## src/rtl/link_tx_token_retry_ctrl_core_assert.svh

```systemverilog
// Assertion helpers for the transmit token/retry controller.
`ifndef LINK_TX_TOKEN_RETRY_CTRL_CORE_ASSERT_SVH
`define LINK_TX_TOKEN_RETRY_CTRL_CORE_ASSERT_SVH

`ifndef SYNTHESIS
// Checked only out of reset.
`define LTRC_ASSERT(name, clk, rstn, prop, msg) \
  name: assert property (@(posedge clk) disable iff (!rstn) prop) else $error(msg);
// Checked on every edge, reset included.
`define LTRC_ASSERT_ALWAYS(name, clk, prop, msg) \
  name: assert property (@(posedge clk) prop) else $error(msg);
`else
`define LTRC_ASSERT(name, clk, rstn, prop, msg)
`define LTRC_ASSERT_ALWAYS(name, clk, prop, msg)
`endif

`endif

```

## src/rtl/ltrc_pkg.sv

```systemverilog
package ltrc_pkg;

  // Link-side token budget and retry ring size, in flits.
  localparam int LinkBufFlits  = 64;
  localparam int RetryBufFlits = 256;

  localparam logic [6:0] LinkBufW  = 7'(LinkBufFlits);
  localparam logic [8:0] RetryBufW = 9'(RetryBufFlits);

  typedef enum logic [1:0] {
    REQ_SEND  = 2'd0,
    REQ_TOKEN = 2'd1,
    REQ_ACK   = 2'd2,
    REQ_FRP   = 2'd3
  } req_type_e;

  typedef enum logic [1:0] {
    STALL_NONE   = 2'd0,
    STALL_BUSY   = 2'd1,
    STALL_TOKENS = 2'd2,
    STALL_RING   = 2'd3
  } stall_reason_e;

  typedef struct packed {
    req_type_e   req_type;
    logic [3:0]  pkt_len;
    logic        is_flow;
    logic        stage_idle;
    logic [4:0]  token_return;
    logic [7:0]  ptr_value;
  } item_t;

  typedef struct packed {
    logic          accepted;
    stall_reason_e stall_reason;
    logic [2:0]    seq_num;
    logic [7:0]    rrp_out;
    logic [7:0]    frp_out;
    logic [6:0]    tokens_left;
    logic          token_overflow;
  } result_t;

  // Handshake between the input register and the result register.
  typedef struct packed {
    logic fire;      // held transaction is processed this cycle
    logic drain_ok;  // result register can take a new result
  } pipe_ctrl_t;

endpackage

```

## src/rtl/ltrc_in_stage.sv

```systemverilog
module ltrc_in_stage
  import ltrc_pkg::*;
(
  input  logic       clk_i,
  input  logic       rst_ni,
  input  logic       in_valid_i,
  output logic       in_stall_o,
  input  item_t      item_i,
  input  pipe_ctrl_t ctrl_i,
  output pipe_ctrl_t ctrl_o,
  output item_t      item_o
);

  logic  valid_q, valid_d;
  item_t item_q;
  logic  take;
  logic  fire;

  assign fire       = valid_q && ctrl_i.drain_ok;
  assign in_stall_o = valid_q && !fire;
  assign take       = in_valid_i && !in_stall_o;

  always_comb begin
    valid_d = valid_q;
    if (take) begin
      valid_d = 1'b1;
    end else if (fire) begin
      valid_d = 1'b0;
    end
  end

  always_ff @(posedge clk_i or negedge rst_ni) begin
    if (!rst_ni) begin
      valid_q <= 1'b0;
    end else begin
      valid_q <= valid_d;
    end
  end

  always_ff @(posedge clk_i) begin
    if (take) begin
      item_q <= item_i;
    end
  end

  always_comb begin
    ctrl_o          = ctrl_i;
    ctrl_o.fire     = fire;
  end

  assign item_o = item_q;

endmodule

```

## src/rtl/ltrc_engine.sv

```systemverilog
`include "link_tx_token_retry_ctrl_core_assert.svh"

module ltrc_engine
  import ltrc_pkg::*;
(
  input  logic       clk_i,
  input  logic       rst_ni,
  input  pipe_ctrl_t ctrl_i,
  input  item_t      item_i,
  output result_t    res_o
);

  logic [6:0] tokens_q, tokens_d;
  logic [7:0] wr_ptr_q, wr_ptr_d;
  logic [7:0] rd_ptr_q, rd_ptr_d;
  logic [2:0] seq_q, seq_d;
  logic [7:0] rrp_q, rrp_d;

  logic [8:0] next_w;
  logic [8:0] wrap_w;
  logic [7:0] sum_tok;
  logic       ring_room;
  logic       tok_short;
  logic       tok_ovf;

  // Write pointer after this packet, one bit wider to see the wrap.
  assign next_w = {1'b0, wr_ptr_q} + 9'(item_i.pkt_len);
  assign wrap_w = (next_w >= RetryBufW) ? (next_w - RetryBufW) : next_w;

  assign ring_room = (wr_ptr_q >= rd_ptr_q) ?
                     ((next_w - {1'b0, rd_ptr_q}) < RetryBufW) :
                     ({1'b0, rd_ptr_q} > next_w);

  assign tok_short = !item_i.is_flow && (tokens_q < 7'(item_i.pkt_len));
  assign sum_tok   = {1'b0, tokens_q} + 8'(item_i.token_return);
  assign tok_ovf   = sum_tok > {1'b0, LinkBufW};

  always_comb begin
    tokens_d = tokens_q;
    wr_ptr_d = wr_ptr_q;
    rd_ptr_d = rd_ptr_q;
    seq_d    = seq_q;
    rrp_d    = rrp_q;
    res_o    = '0;

    unique case (item_i.req_type)
      REQ_SEND: begin
        if (!item_i.stage_idle) begin
          res_o.stall_reason = STALL_BUSY;
        end else if (tok_short) begin
          res_o.stall_reason = STALL_TOKENS;
        end else if (!ring_room) begin
          res_o.stall_reason = STALL_RING;
        end else begin
          res_o.accepted = 1'b1;
          res_o.seq_num  = seq_q;
          res_o.rrp_out  = rrp_q;
          res_o.frp_out  = wrap_w[7:0];
          seq_d          = seq_q + 3'd1;
          wr_ptr_d       = wrap_w[7:0];
          if (!item_i.is_flow) begin
            tokens_d = tokens_q - 7'(item_i.pkt_len);
          end
        end
      end
      REQ_TOKEN: begin
        res_o.token_overflow = tok_ovf;
        tokens_d = tok_ovf ? LinkBufW : sum_tok[6:0];
      end
      REQ_ACK: begin
        if ({1'b0, item_i.ptr_value} < RetryBufW) begin
          rd_ptr_d = item_i.ptr_value;
        end
      end
      REQ_FRP: begin
        rrp_d = item_i.ptr_value;
      end
      default: begin
        res_o = '0;
      end
    endcase

    res_o.tokens_left = tokens_d;
  end

  always_ff @(posedge clk_i or negedge rst_ni) begin
    if (!rst_ni) begin
      tokens_q <= LinkBufW;
      wr_ptr_q <= '0;
      rd_ptr_q <= '0;
      seq_q    <= '0;
      rrp_q    <= '0;
    end else if (ctrl_i.fire) begin
      tokens_q <= tokens_d;
      wr_ptr_q <= wr_ptr_d;
      rd_ptr_q <= rd_ptr_d;
      seq_q    <= seq_d;
      rrp_q    <= rrp_d;
    end
  end

  `LTRC_ASSERT(a_tokens_bound, clk_i, rst_ni, tokens_q <= LinkBufW, "tokens over budget")
  `LTRC_ASSERT(a_seq_step, clk_i, rst_ni, ctrl_i.fire |=> seq_q == $past(seq_d), "seq update lost")
  `LTRC_ASSERT(a_tok_hold, clk_i, rst_ni, !ctrl_i.fire |=> $stable(tokens_q), "tokens moved")
  `LTRC_ASSERT(a_wr_hold, clk_i, rst_ni, !ctrl_i.fire |=> $stable(wr_ptr_q), "wr ptr moved")

endmodule

```

## src/rtl/ltrc_out_stage.sv

```systemverilog
module ltrc_out_stage
  import ltrc_pkg::*;
(
  input  logic       clk_i,
  input  logic       rst_ni,
  input  pipe_ctrl_t ctrl_i,
  output pipe_ctrl_t ctrl_o,
  input  result_t    res_i,
  output logic       out_valid_o,
  input  logic       out_stall_i,
  output result_t    res_o
);

  logic    valid_q, valid_d;
  result_t res_q;

  always_comb begin
    ctrl_o          = '0;
    ctrl_o.drain_ok = !valid_q || !out_stall_i;
  end

  always_comb begin
    valid_d = valid_q && out_stall_i;
    if (ctrl_i.fire) begin
      valid_d = 1'b1;
    end
  end

  always_ff @(posedge clk_i or negedge rst_ni) begin
    if (!rst_ni) begin
      valid_q <= 1'b0;
    end else begin
      valid_q <= valid_d;
    end
  end

  always_ff @(posedge clk_i) begin
    if (ctrl_i.fire) begin
      res_q <= res_i;
    end
  end

  assign out_valid_o = valid_q;
  assign res_o       = res_q;

endmodule

```

## src/rtl/link_tx_token_retry_ctrl_core.sv

```systemverilog
// Transmit-side link-layer token and retry-pointer controller.
// Input channel (in_valid_i / in_stall_o) carries one request per transaction:
// send head packet, token return, RRP acknowledge or FRP received.
// Output channel (out_valid_o / out_stall_i) returns exactly one result per
// request: accept flag, stall reason, stamped SEQ/RRP/FRP and token count.
// Path: a request is held in the input register, and its result is then
// captured in the result register. Throughput: one transaction per cycle
// while the output is not stalled; the token and pointer update is a single
// add/compare pass between the two registers.
// Reset: token count goes to the full link budget, write/read pointers,
// sequence counter and latched RRP go to zero; both channels come up empty.
// Output stall: the result register holds its transaction; the input
// register keeps its request until the result slot frees, and in_stall_o
// rises in the same cycle, so at most two transactions sit inside.
// The sequence number wraps from 7 to 0.
module link_tx_token_retry_ctrl_core
  import ltrc_pkg::*;
(
  input  logic       clk_i,
  input  logic       rst_ni,
  // request channel
  input  logic       in_valid_i,
  output logic       in_stall_o,
  input  logic [1:0] req_type_i,
  input  logic [3:0] pkt_len_i,
  input  logic       is_flow_i,
  input  logic       stage_idle_i,
  input  logic [4:0] token_return_i,
  input  logic [7:0] ptr_value_i,
  // result channel
  output logic       out_valid_o,
  input  logic       out_stall_i,
  output logic       accepted_o,
  output logic [1:0] stall_reason_o,
  output logic [2:0] seq_num_o,
  output logic [7:0] rrp_out_o,
  output logic [7:0] frp_out_o,
  output logic [6:0] tokens_left_o,
  output logic       token_overflow_o
);

  item_t      in_item;
  item_t      held_item;
  result_t    eng_res;
  result_t    out_res;
  pipe_ctrl_t ctrl_from_out;  // drain_ok valid
  pipe_ctrl_t ctrl_from_in;   // fire valid, drain_ok passed along

  always_comb begin
    in_item.req_type     = req_type_e'(req_type_i);
    in_item.pkt_len      = pkt_len_i;
    in_item.is_flow      = is_flow_i;
    in_item.stage_idle   = stage_idle_i;
    in_item.token_return = token_return_i;
    in_item.ptr_value    = ptr_value_i;
  end

  ltrc_in_stage u_in_stage (
    .clk_i      (clk_i),
    .rst_ni     (rst_ni),
    .in_valid_i (in_valid_i),
    .in_stall_o (in_stall_o),
    .item_i     (in_item),
    .ctrl_i     (ctrl_from_out),
    .ctrl_o     (ctrl_from_in),
    .item_o     (held_item)
  );

  // Token/pointer state and the per-request decision.
  ltrc_engine u_engine (
    .clk_i  (clk_i),
    .rst_ni (rst_ni),
    .ctrl_i (ctrl_from_in),
    .item_i (held_item),
    .res_o  (eng_res)
  );

  ltrc_out_stage u_out_stage (
    .clk_i       (clk_i),
    .rst_ni      (rst_ni),
    .ctrl_i      ({ctrl_from_in.fire, 1'b0}),
    .ctrl_o      (ctrl_from_out),
    .res_i       (eng_res),
    .out_valid_o (out_valid_o),
    .out_stall_i (out_stall_i),
    .res_o       (out_res)
  );

  assign accepted_o       = out_res.accepted;
  assign stall_reason_o   = out_res.stall_reason;
  assign seq_num_o        = out_res.seq_num;
  assign rrp_out_o        = out_res.rrp_out;
  assign frp_out_o        = out_res.frp_out;
  assign tokens_left_o    = out_res.tokens_left;
  assign token_overflow_o = out_res.token_overflow;

endmodule
```

## config.mk

```make
export PLATFORM = sky130hd
export DESIGN_NAME = link_tx_token_retry_ctrl_core
export DESIGN_NICKNAME = d
export VERILOG_FILES = /design/src/rtl/ltrc_pkg.sv /design/src/rtl/ltrc_in_stage.sv /design/src/rtl/ltrc_engine.sv /design/src/rtl/ltrc_out_stage.sv /design/src/rtl/link_tx_token_retry_ctrl_core.sv
export VERILOG_INCLUDE_DIRS = /design/src /design/src/rtl
export SDC_FILE = /design/constraint.sdc
export NUM_CORES = 1
export LEC_CHECK = 0
export BUFFER_PORTS_ARGS = -buffer_cell sky130_fd_sc_hd__clkbuf_2
export CORE_MARGIN = 3
export CORE_UTILIZATION = 40
export DETAILED_ROUTE_END_ITERATION = 16
export GPL_TIMING_DRIVEN = 0
export PLACE_DENSITY = 0.7
export SYNTH_ARGS = -nofsm -noshare
export SYNTH_HDL_FRONTEND = slang
export SYNTH_SLANG_ARGS = --single-unit
```

## constraint.sdc

```tcl
create_clock -name clk_i -period 6.89 [get_ports clk_i]
set_input_delay 1.378 -clock clk_i [delete_from_list [all_inputs] [get_ports clk_i]]
set_output_delay 1.378 -clock clk_i [all_outputs]
set_load 0.02 [all_outputs]
```

Word level (Yosys, flattened, before mapping)

Index checks and enable logic that the tools add are counted.

Add/sub/neg operators: 6
$lt $le $gt $ge: 6
Equality and inequality tests: 3
Multiplexer cells: 15
Bitwise logic cells: 4
Reductions and logical operators: 19

Operator list:

| cell                                                      | count |
|---|---|
| 2-to-1 mux 7 bit                                          | 5 |
| one-hot mux 7 bit (2 select lines)                        | 1 |
| adder 8 x 4 -> 9 bit                                      | 1 |
| greater-or-equal comparator 9 bit (second input constant) | 1 |
| > comparator 8 x 9 -> 1 bit                               | 1 |
| less-than comparator 9 bit (second input constant)        | 1 |
| subtractor 9 x 8 -> 9 bit                                 | 1 |
| adder 7 x 5 -> 8 bit                                      | 1 |
| greater-or-equal comparator 8 bit                         | 1 |
| > comparator 8 x 7 -> 1 bit (second input constant)       | 1 |
| 2-to-1 mux 8 bit                                          | 1 |
| subtractor 8 x 1 -> 8 bit (second input constant)         | 1 |
| less-than comparator 7 x 4 -> 1 bit                       | 1 |
| subtractor 7 x 4 -> 7 bit                                 | 1 |
| 2-to-1 mux 1 bit                                          | 6 |
| AND reduction 2 bit                                       | 3 |
| logical AND 1 bit                                         | 5 |
| zero test 1 bit                                           | 5 |
| AND reduction 5 bit                                       | 1 |
| == test 2 bit (second input constant)                     | 2 |
| 2-to-1 mux 2 bit                                          | 2 |
| inverter 1 bit                                            | 4 |
| OR reduction 4 bit                                        | 1 |
| adder 3 x 1 -> 3 bit (second input constant)              | 1 |
| 5 further kinds                                           | 5 |

Register bits: 87
Output and inout port bits: 32

Depth between registers and ports, before layout

Word-level depth: 8
Depth in mapped cells: 16
Gate-level depth less buffers: 15

Cells and area by module

From an unflattened synthesis, not the netlist that was laid out.

Cell total of the unflattened synthesis: 402
Area total of the unflattened synthesis: 4675.7 um^2

By module, submodules not included:

| module                        | instances | cells each | area each (um^2) |
|---|---|---|---|
| ltrc_engine                   | 1         | 337        | 3014.1 |
| ltrc_out_stage                | 1         | 35         | 948.4 |
| ltrc_in_stage                 | 1         | 29         | 709.4 |
| link_tx_token_retry_ctrl_core | 1         | 1          | 3.8 |

Least setup slack after synthesis

Ideal clock, no wire load.

Path type: register to register
From: reg u_in_stage.item_q, in the netlist u_in_stage.item_o[16]
To: reg u_out_stage.res_q, in the netlist u_out_stage.res_o[3], data pin
Arrival: 3320 ps
Setup slack: 3311 ps
Cell stages (with the launch flop): 17
Buffers on the path: 1
Clock period less this slack: 3579 ps
Cells stage by stage: edfxtp_1 > ha_1 > a21o_1 > a21oi_1 > nor2b_1 > o21ai_0 > nor2_1 > xor2_1 > ha_1 > o2111ai_1 > o21ai_0 > xor2_1 > mux2_4 > and2_4 > buf_6 > and3_1 > a211o_1

RTL lines:

| what                   | line                 | text |
|---|---|---|
| from (decl)            | ltrc_in_stage.sv:15  | `item_t item_q;` |
| from (signal assigned) | ltrc_in_stage.sv:42  | `item_q <= item_i;` |
| to (signal assigned)   | ltrc_out_stage.sv:39 | `res_q <= res_i;` |
| to (decl)              | ltrc_out_stage.sv:15 | `result_t res_q;` |

==> summary.md <==
| Metric | Value |
|---|---|
| Via count normalized by instance count | 5.172 |
| Synth warn | 0 |
| Number of violations of the max-capacitance limit | 0 |
| Accumulated negative setup slack | 0 ns |
| Clock buffer count from CTS | 9 |
| Number of cells in the finished layout apart from fillers | 575 |
| Count of routing violations after the opening detailed-route iteration | 177 |
| Number of placement rows | 38 |
| Most frequent cells after synthesis | 51 x sky130_fd_sc_hd__edfxtp_1, 35 x sky130_fd_sc_hd__dfrtp_1, 29 x sky130_fd_sc_hd__ha_1, 23 x sky130_fd_sc_hd__inv_1, 20 x sky130_fd_sc_hd__and2_1 |
| Worst min path class | reg -> reg |
| P per Cell Area | 374.4 mW/mm2 |
| Number of port buffers | 56 |
| Total congestion overflow | 0 |
| Crit-path max FO | 8 |
| I/O pins | 57 |
| Area added between synthesis and finish | 16.33% |
| Number of antenna violations at the first check in global routing | 0 |
| Worst vdd rail ir drop | 0.0001425 V |
| Detail Route Antenna Nets | 0 |
| Clock-pin slew reported for the worst setup and hold paths after clock tree synthesis | 0.07 ns |
| Synth async-reset ratio | 41.38% |
| Endpoint type of the worst setup path | flop |
| Critical path data arrival time | 4.09 ns |
| Main flop type after synthesis | sky130_fd_sc_hd__edfxtp_1 |
| Via count of the first global-routing pass | 3029 |
| Hold-critical path depth | 1 |
| Critical setup path kind | reg -> reg |
| Maximum number of pins on one net before global-route repair | 40 |
| Clock tree from TritonCTS | yes |
| Minimum clock period | 4.007 ns |
| Cell with the most instances after synthesis | sky130_fd_sc_hd__edfxtp_1 |
| Number of synthesized flops with an enable pin | 51 |
| Wire length of the first global-routing pass | 15060 um |
| Height of the chip | 112.2 um |
| Result of the run | finished, final reports clean |
| Number of nets produced by synthesis | 420 |
| Hold Violations, Final | 0 |
| Post-placement cell area | 0.004969 mm2 |
| DP Cell Count | 559 |
| Fraction of the yosys area taken by sequential cells | 53.94% |
| Actual slew at the worst max-slew pin | 1.109 ns |
| Portion of synthesized cell area occupied by the leading cell type | 33.94% |
| Post-CTS setup buffer count | 0 |
| Final net count | 487 |
| Sort of element at the start of the critical path | flop |
| GR Util All Layers | 14.89% |
| Share of final-layout standard cells stronger than drive strength 1 | 27.13% |
| Distinct cell type count of the synthesized netlist | 60 |
| Cell types with the largest area share after synthesis | sky130_fd_sc_hd__edfxtp_1 34%, sky130_fd_sc_hd__dfrtp_1 19%, sky130_fd_sc_hd__ha_1 8.0% |
| Clock latency at the later pin of the worst-skew pair | 0.34 ns |
| Worst reg2reg path depth | 16 |
| Area of the die | 0.01259 mm2 |
| Fmax achieved | 0.2496 GHz |
| Max_slew headroom | 26.09% |
| Overall power of the completed layout | 1965 uW |
| Post-synthesis instance area | 0.004512 mm2 |
| Vias after detailed routing | 2974 |
| Drc violations | 0 |
| RSZ-0062 raised after global routing | false |
| Filler cell count in the final layout | 1020 |
| Area of the core | 0.01094 mm2 |
| HPWL after detailed placement | 6515 um |
| CTS sink count | 87 |
| Overall die width | 112.2 um |
| Sequential cell area | 0.002434 mm2 |
| Routability Congestion | 0.8631 |
| Clk_skew | 0.006540 ns |
| Mean instance size in the synthesized netlist | 12.43 um2 |
| Slew Limit Fails | 0 |
| Final std cell area, no fill | 0.005249 mm2 |
| Final setup violation count | 0 |
| Drt first pass iters | 4 |
| CTS Root Cell | sky130_fd_sc_hd__clkbuf_16 |
| Worst EP required | 6.98 ns |
| Fin crit share | 58.15% |
| Deepest level of the CTS H-tree | 3 |
| Total Routed Length | 8800 um |
| Leak | 0.002322 uW |
| Ant diodes | 0 |
| Post-CTS sizing | 0 |
| Area taken by multi-input logic gates | 0.001904 mm2 |
| Starting Density | 41.26% |
| Biggest area consumer among synthesized cells | sky130_fd_sc_hd__edfxtp_1 |
| Maximum clock path buffer count | 2 |
| Wire per inst | 15.30 um |
| Total of hold buffers inserted after clock tree synthesis | 0 |
| Register bit count reported by yosys | 87 |
| Number of instances in the synthesized netlist | 363 |
==> final timing paths <==
kind                                            startpoint                          endpoint  slack (ns)
setup / recovery           u_in_stage.item_o[16]$_DFFE_PP_    u_out_stage.res_o[3]$_DFFE_PP_        2.88
hold / removal               u_engine.seq_q[2]$_DFFE_PN0P_     u_engine.seq_q[2]$_DFFE_PN0P_        0.46
setup reg to reg           u_in_stage.item_o[16]$_DFFE_PP_    u_out_stage.res_o[3]$_DFFE_PP_        2.88
hold reg to reg              u_engine.seq_q[2]$_DFFE_PN0P_     u_engine.seq_q[2]$_DFFE_PN0P_        0.46
max in group asynchronous                           rst_ni  u_engine.tokens_q[3]$_DFFE_PN0P_        5.12
min in group asynchronous                           rst_ni     u_engine.rrp_q[5]$_DFFE_PN0P_        1.17
==> report_power, final <==
part | total [uW] | switching, uW | internal, uW | leakage [uW]
logic | 762 | 418 | 343 | 0.00125
registers | 751 | 77.0 | 673 | 0.000937
clock network | 453 | 205 | 248 | 0.000138
==> worst max-delay path, cell delays in order (launching register included) <==
cell and delay (ns):
sky130_fd_sc_hd__edfxtp_1 0.44, sky130_fd_sc_hd__ha_1 0.33, sky130_fd_sc_hd__a21o_1 0.19, sky130_fd_sc_hd__a21oi_1 0.24, sky130_fd_sc_hd__nor2b_1 0.07, sky130_fd_sc_hd__o21ai_0 0.37
sky130_fd_sc_hd__nor2_1 0.14, sky130_fd_sc_hd__xor2_1 0.18, sky130_fd_sc_hd__ha_1 0.30, sky130_fd_sc_hd__o2111ai_1 0.09, sky130_fd_sc_hd__o21ai_0 0.28, sky130_fd_sc_hd__xor2_1 0.12
sky130_fd_sc_hd__mux2_4 0.31, sky130_fd_sc_hd__and2_4 0.15, sky130_fd_sc_hd__buf_6 0.13, sky130_fd_sc_hd__and3_1 0.17, sky130_fd_sc_hd__a211o_1 0.26
==> cells by family after synthesis <==
logic type	Yosys count	synth area share, %
XOR/XNOR	19	3.688
buffers and inverters	33	3.855
AO/OA/AOI/OAI	74	11.65
adder cells (fa/ha/maj)	32	9.373
multiplexers	22	5.519
AND/OR/NAND/NOR	96	11.98
flip-flops	87	53.94
==> stage by stage <==
step                      util, %  setup WS (ns)  hold WS (ns)
after CTS                   48.00          2.887        0.4689
after global routing        48.00          2.678        0.5094
final                       48.00          2.883        0.4633
after global placement      45.42          2.675        0.4537
after detailed placement    45.43          2.922        0.4554
after floorplan                 -          3.311        0.4369
==> layer usage <==
layer  wire, um  track usage [%]  vias to the layer above
met3        453            3.396                        9
met4        123            5.288                        0
li1           -                -                     1469
met1       4259            22.34                     1423
met2       3962            21.14                       73
met5          0                0                        -
==> state kept, by name, indices dropped and copies added (netlist names) <==
name	cells
u_engine.wr_ptr_q	8
u_out_stage.res_o	30
u_in_stage.valid_q	1
u_engine.rrp_q	8
u_out_stage.out_valid_o	1
u_engine.tokens_q	7
u_engine.rd_ptr_q	8
u_in_stage.item_o	21
u_engine.seq_q	3
==> cell type report <==
| type | instances | share of cell area (%) |
|---|---|---|
| clock inverter | 7 | 1.049 |
| buffer | 10 | 1.692 |
| timing repair buffer | 56 | 5.340 |
| tap | 140 | 3.337 |
| sequential | 87 | 46.36 |
| clock buffer | 9 | 4.291 |
| multi-input combinational | 243 | 36.28 |
| inverter | 23 | 1.645 |
==> cell usage in the layout, fill, tap and decap left out, types with 3 or more instances in the layout <==
cell type / Yosys / final
sky130_fd_sc_hd__nor3b_1: 3 / 3
sky130_fd_sc_hd__o21ai_0: 14 / 14
sky130_fd_sc_hd__nor2_1: 16 / 16
sky130_fd_sc_hd__o21ai_1: 3 / 3
sky130_fd_sc_hd__ha_1: 29 / 29
sky130_fd_sc_hd__and3_1: 6 / 6
sky130_fd_sc_hd__o211ai_1: 3 / 3
sky130_fd_sc_hd__buf_6: 6 / 6
sky130_fd_sc_hd__dfrtp_1: 35 / 35
sky130_fd_sc_hd__a22o_1: 3 / 3
sky130_fd_sc_hd__fa_1: 3 / 3
sky130_fd_sc_hd__clkbuf_2: 0 / 57
sky130_fd_sc_hd__a21o_1: 6 / 6
sky130_fd_sc_hd__xor2_1: 6 / 6
sky130_fd_sc_hd__xnor2_1: 13 / 13
sky130_fd_sc_hd__inv_1: 23 / 23
sky130_fd_sc_hd__mux2_2: 19 / 19
sky130_fd_sc_hd__o221ai_1: 3 / 3
sky130_fd_sc_hd__a21oi_1: 15 / 15
sky130_fd_sc_hd__clkbuf_16: 0 / 9
sky130_fd_sc_hd__and2_1: 20 / 20
sky130_fd_sc_hd__nand2b_1: 6 / 6
sky130_fd_sc_hd__edfxtp_1: 51 / 51
sky130_fd_sc_hd__nand2_1: 19 / 19
sky130_fd_sc_hd__a32oi_1: 4 / 4
sky130_fd_sc_hd__nand3_1: 9 / 9
No activity file was read; power rests on OpenSTA's default activity.
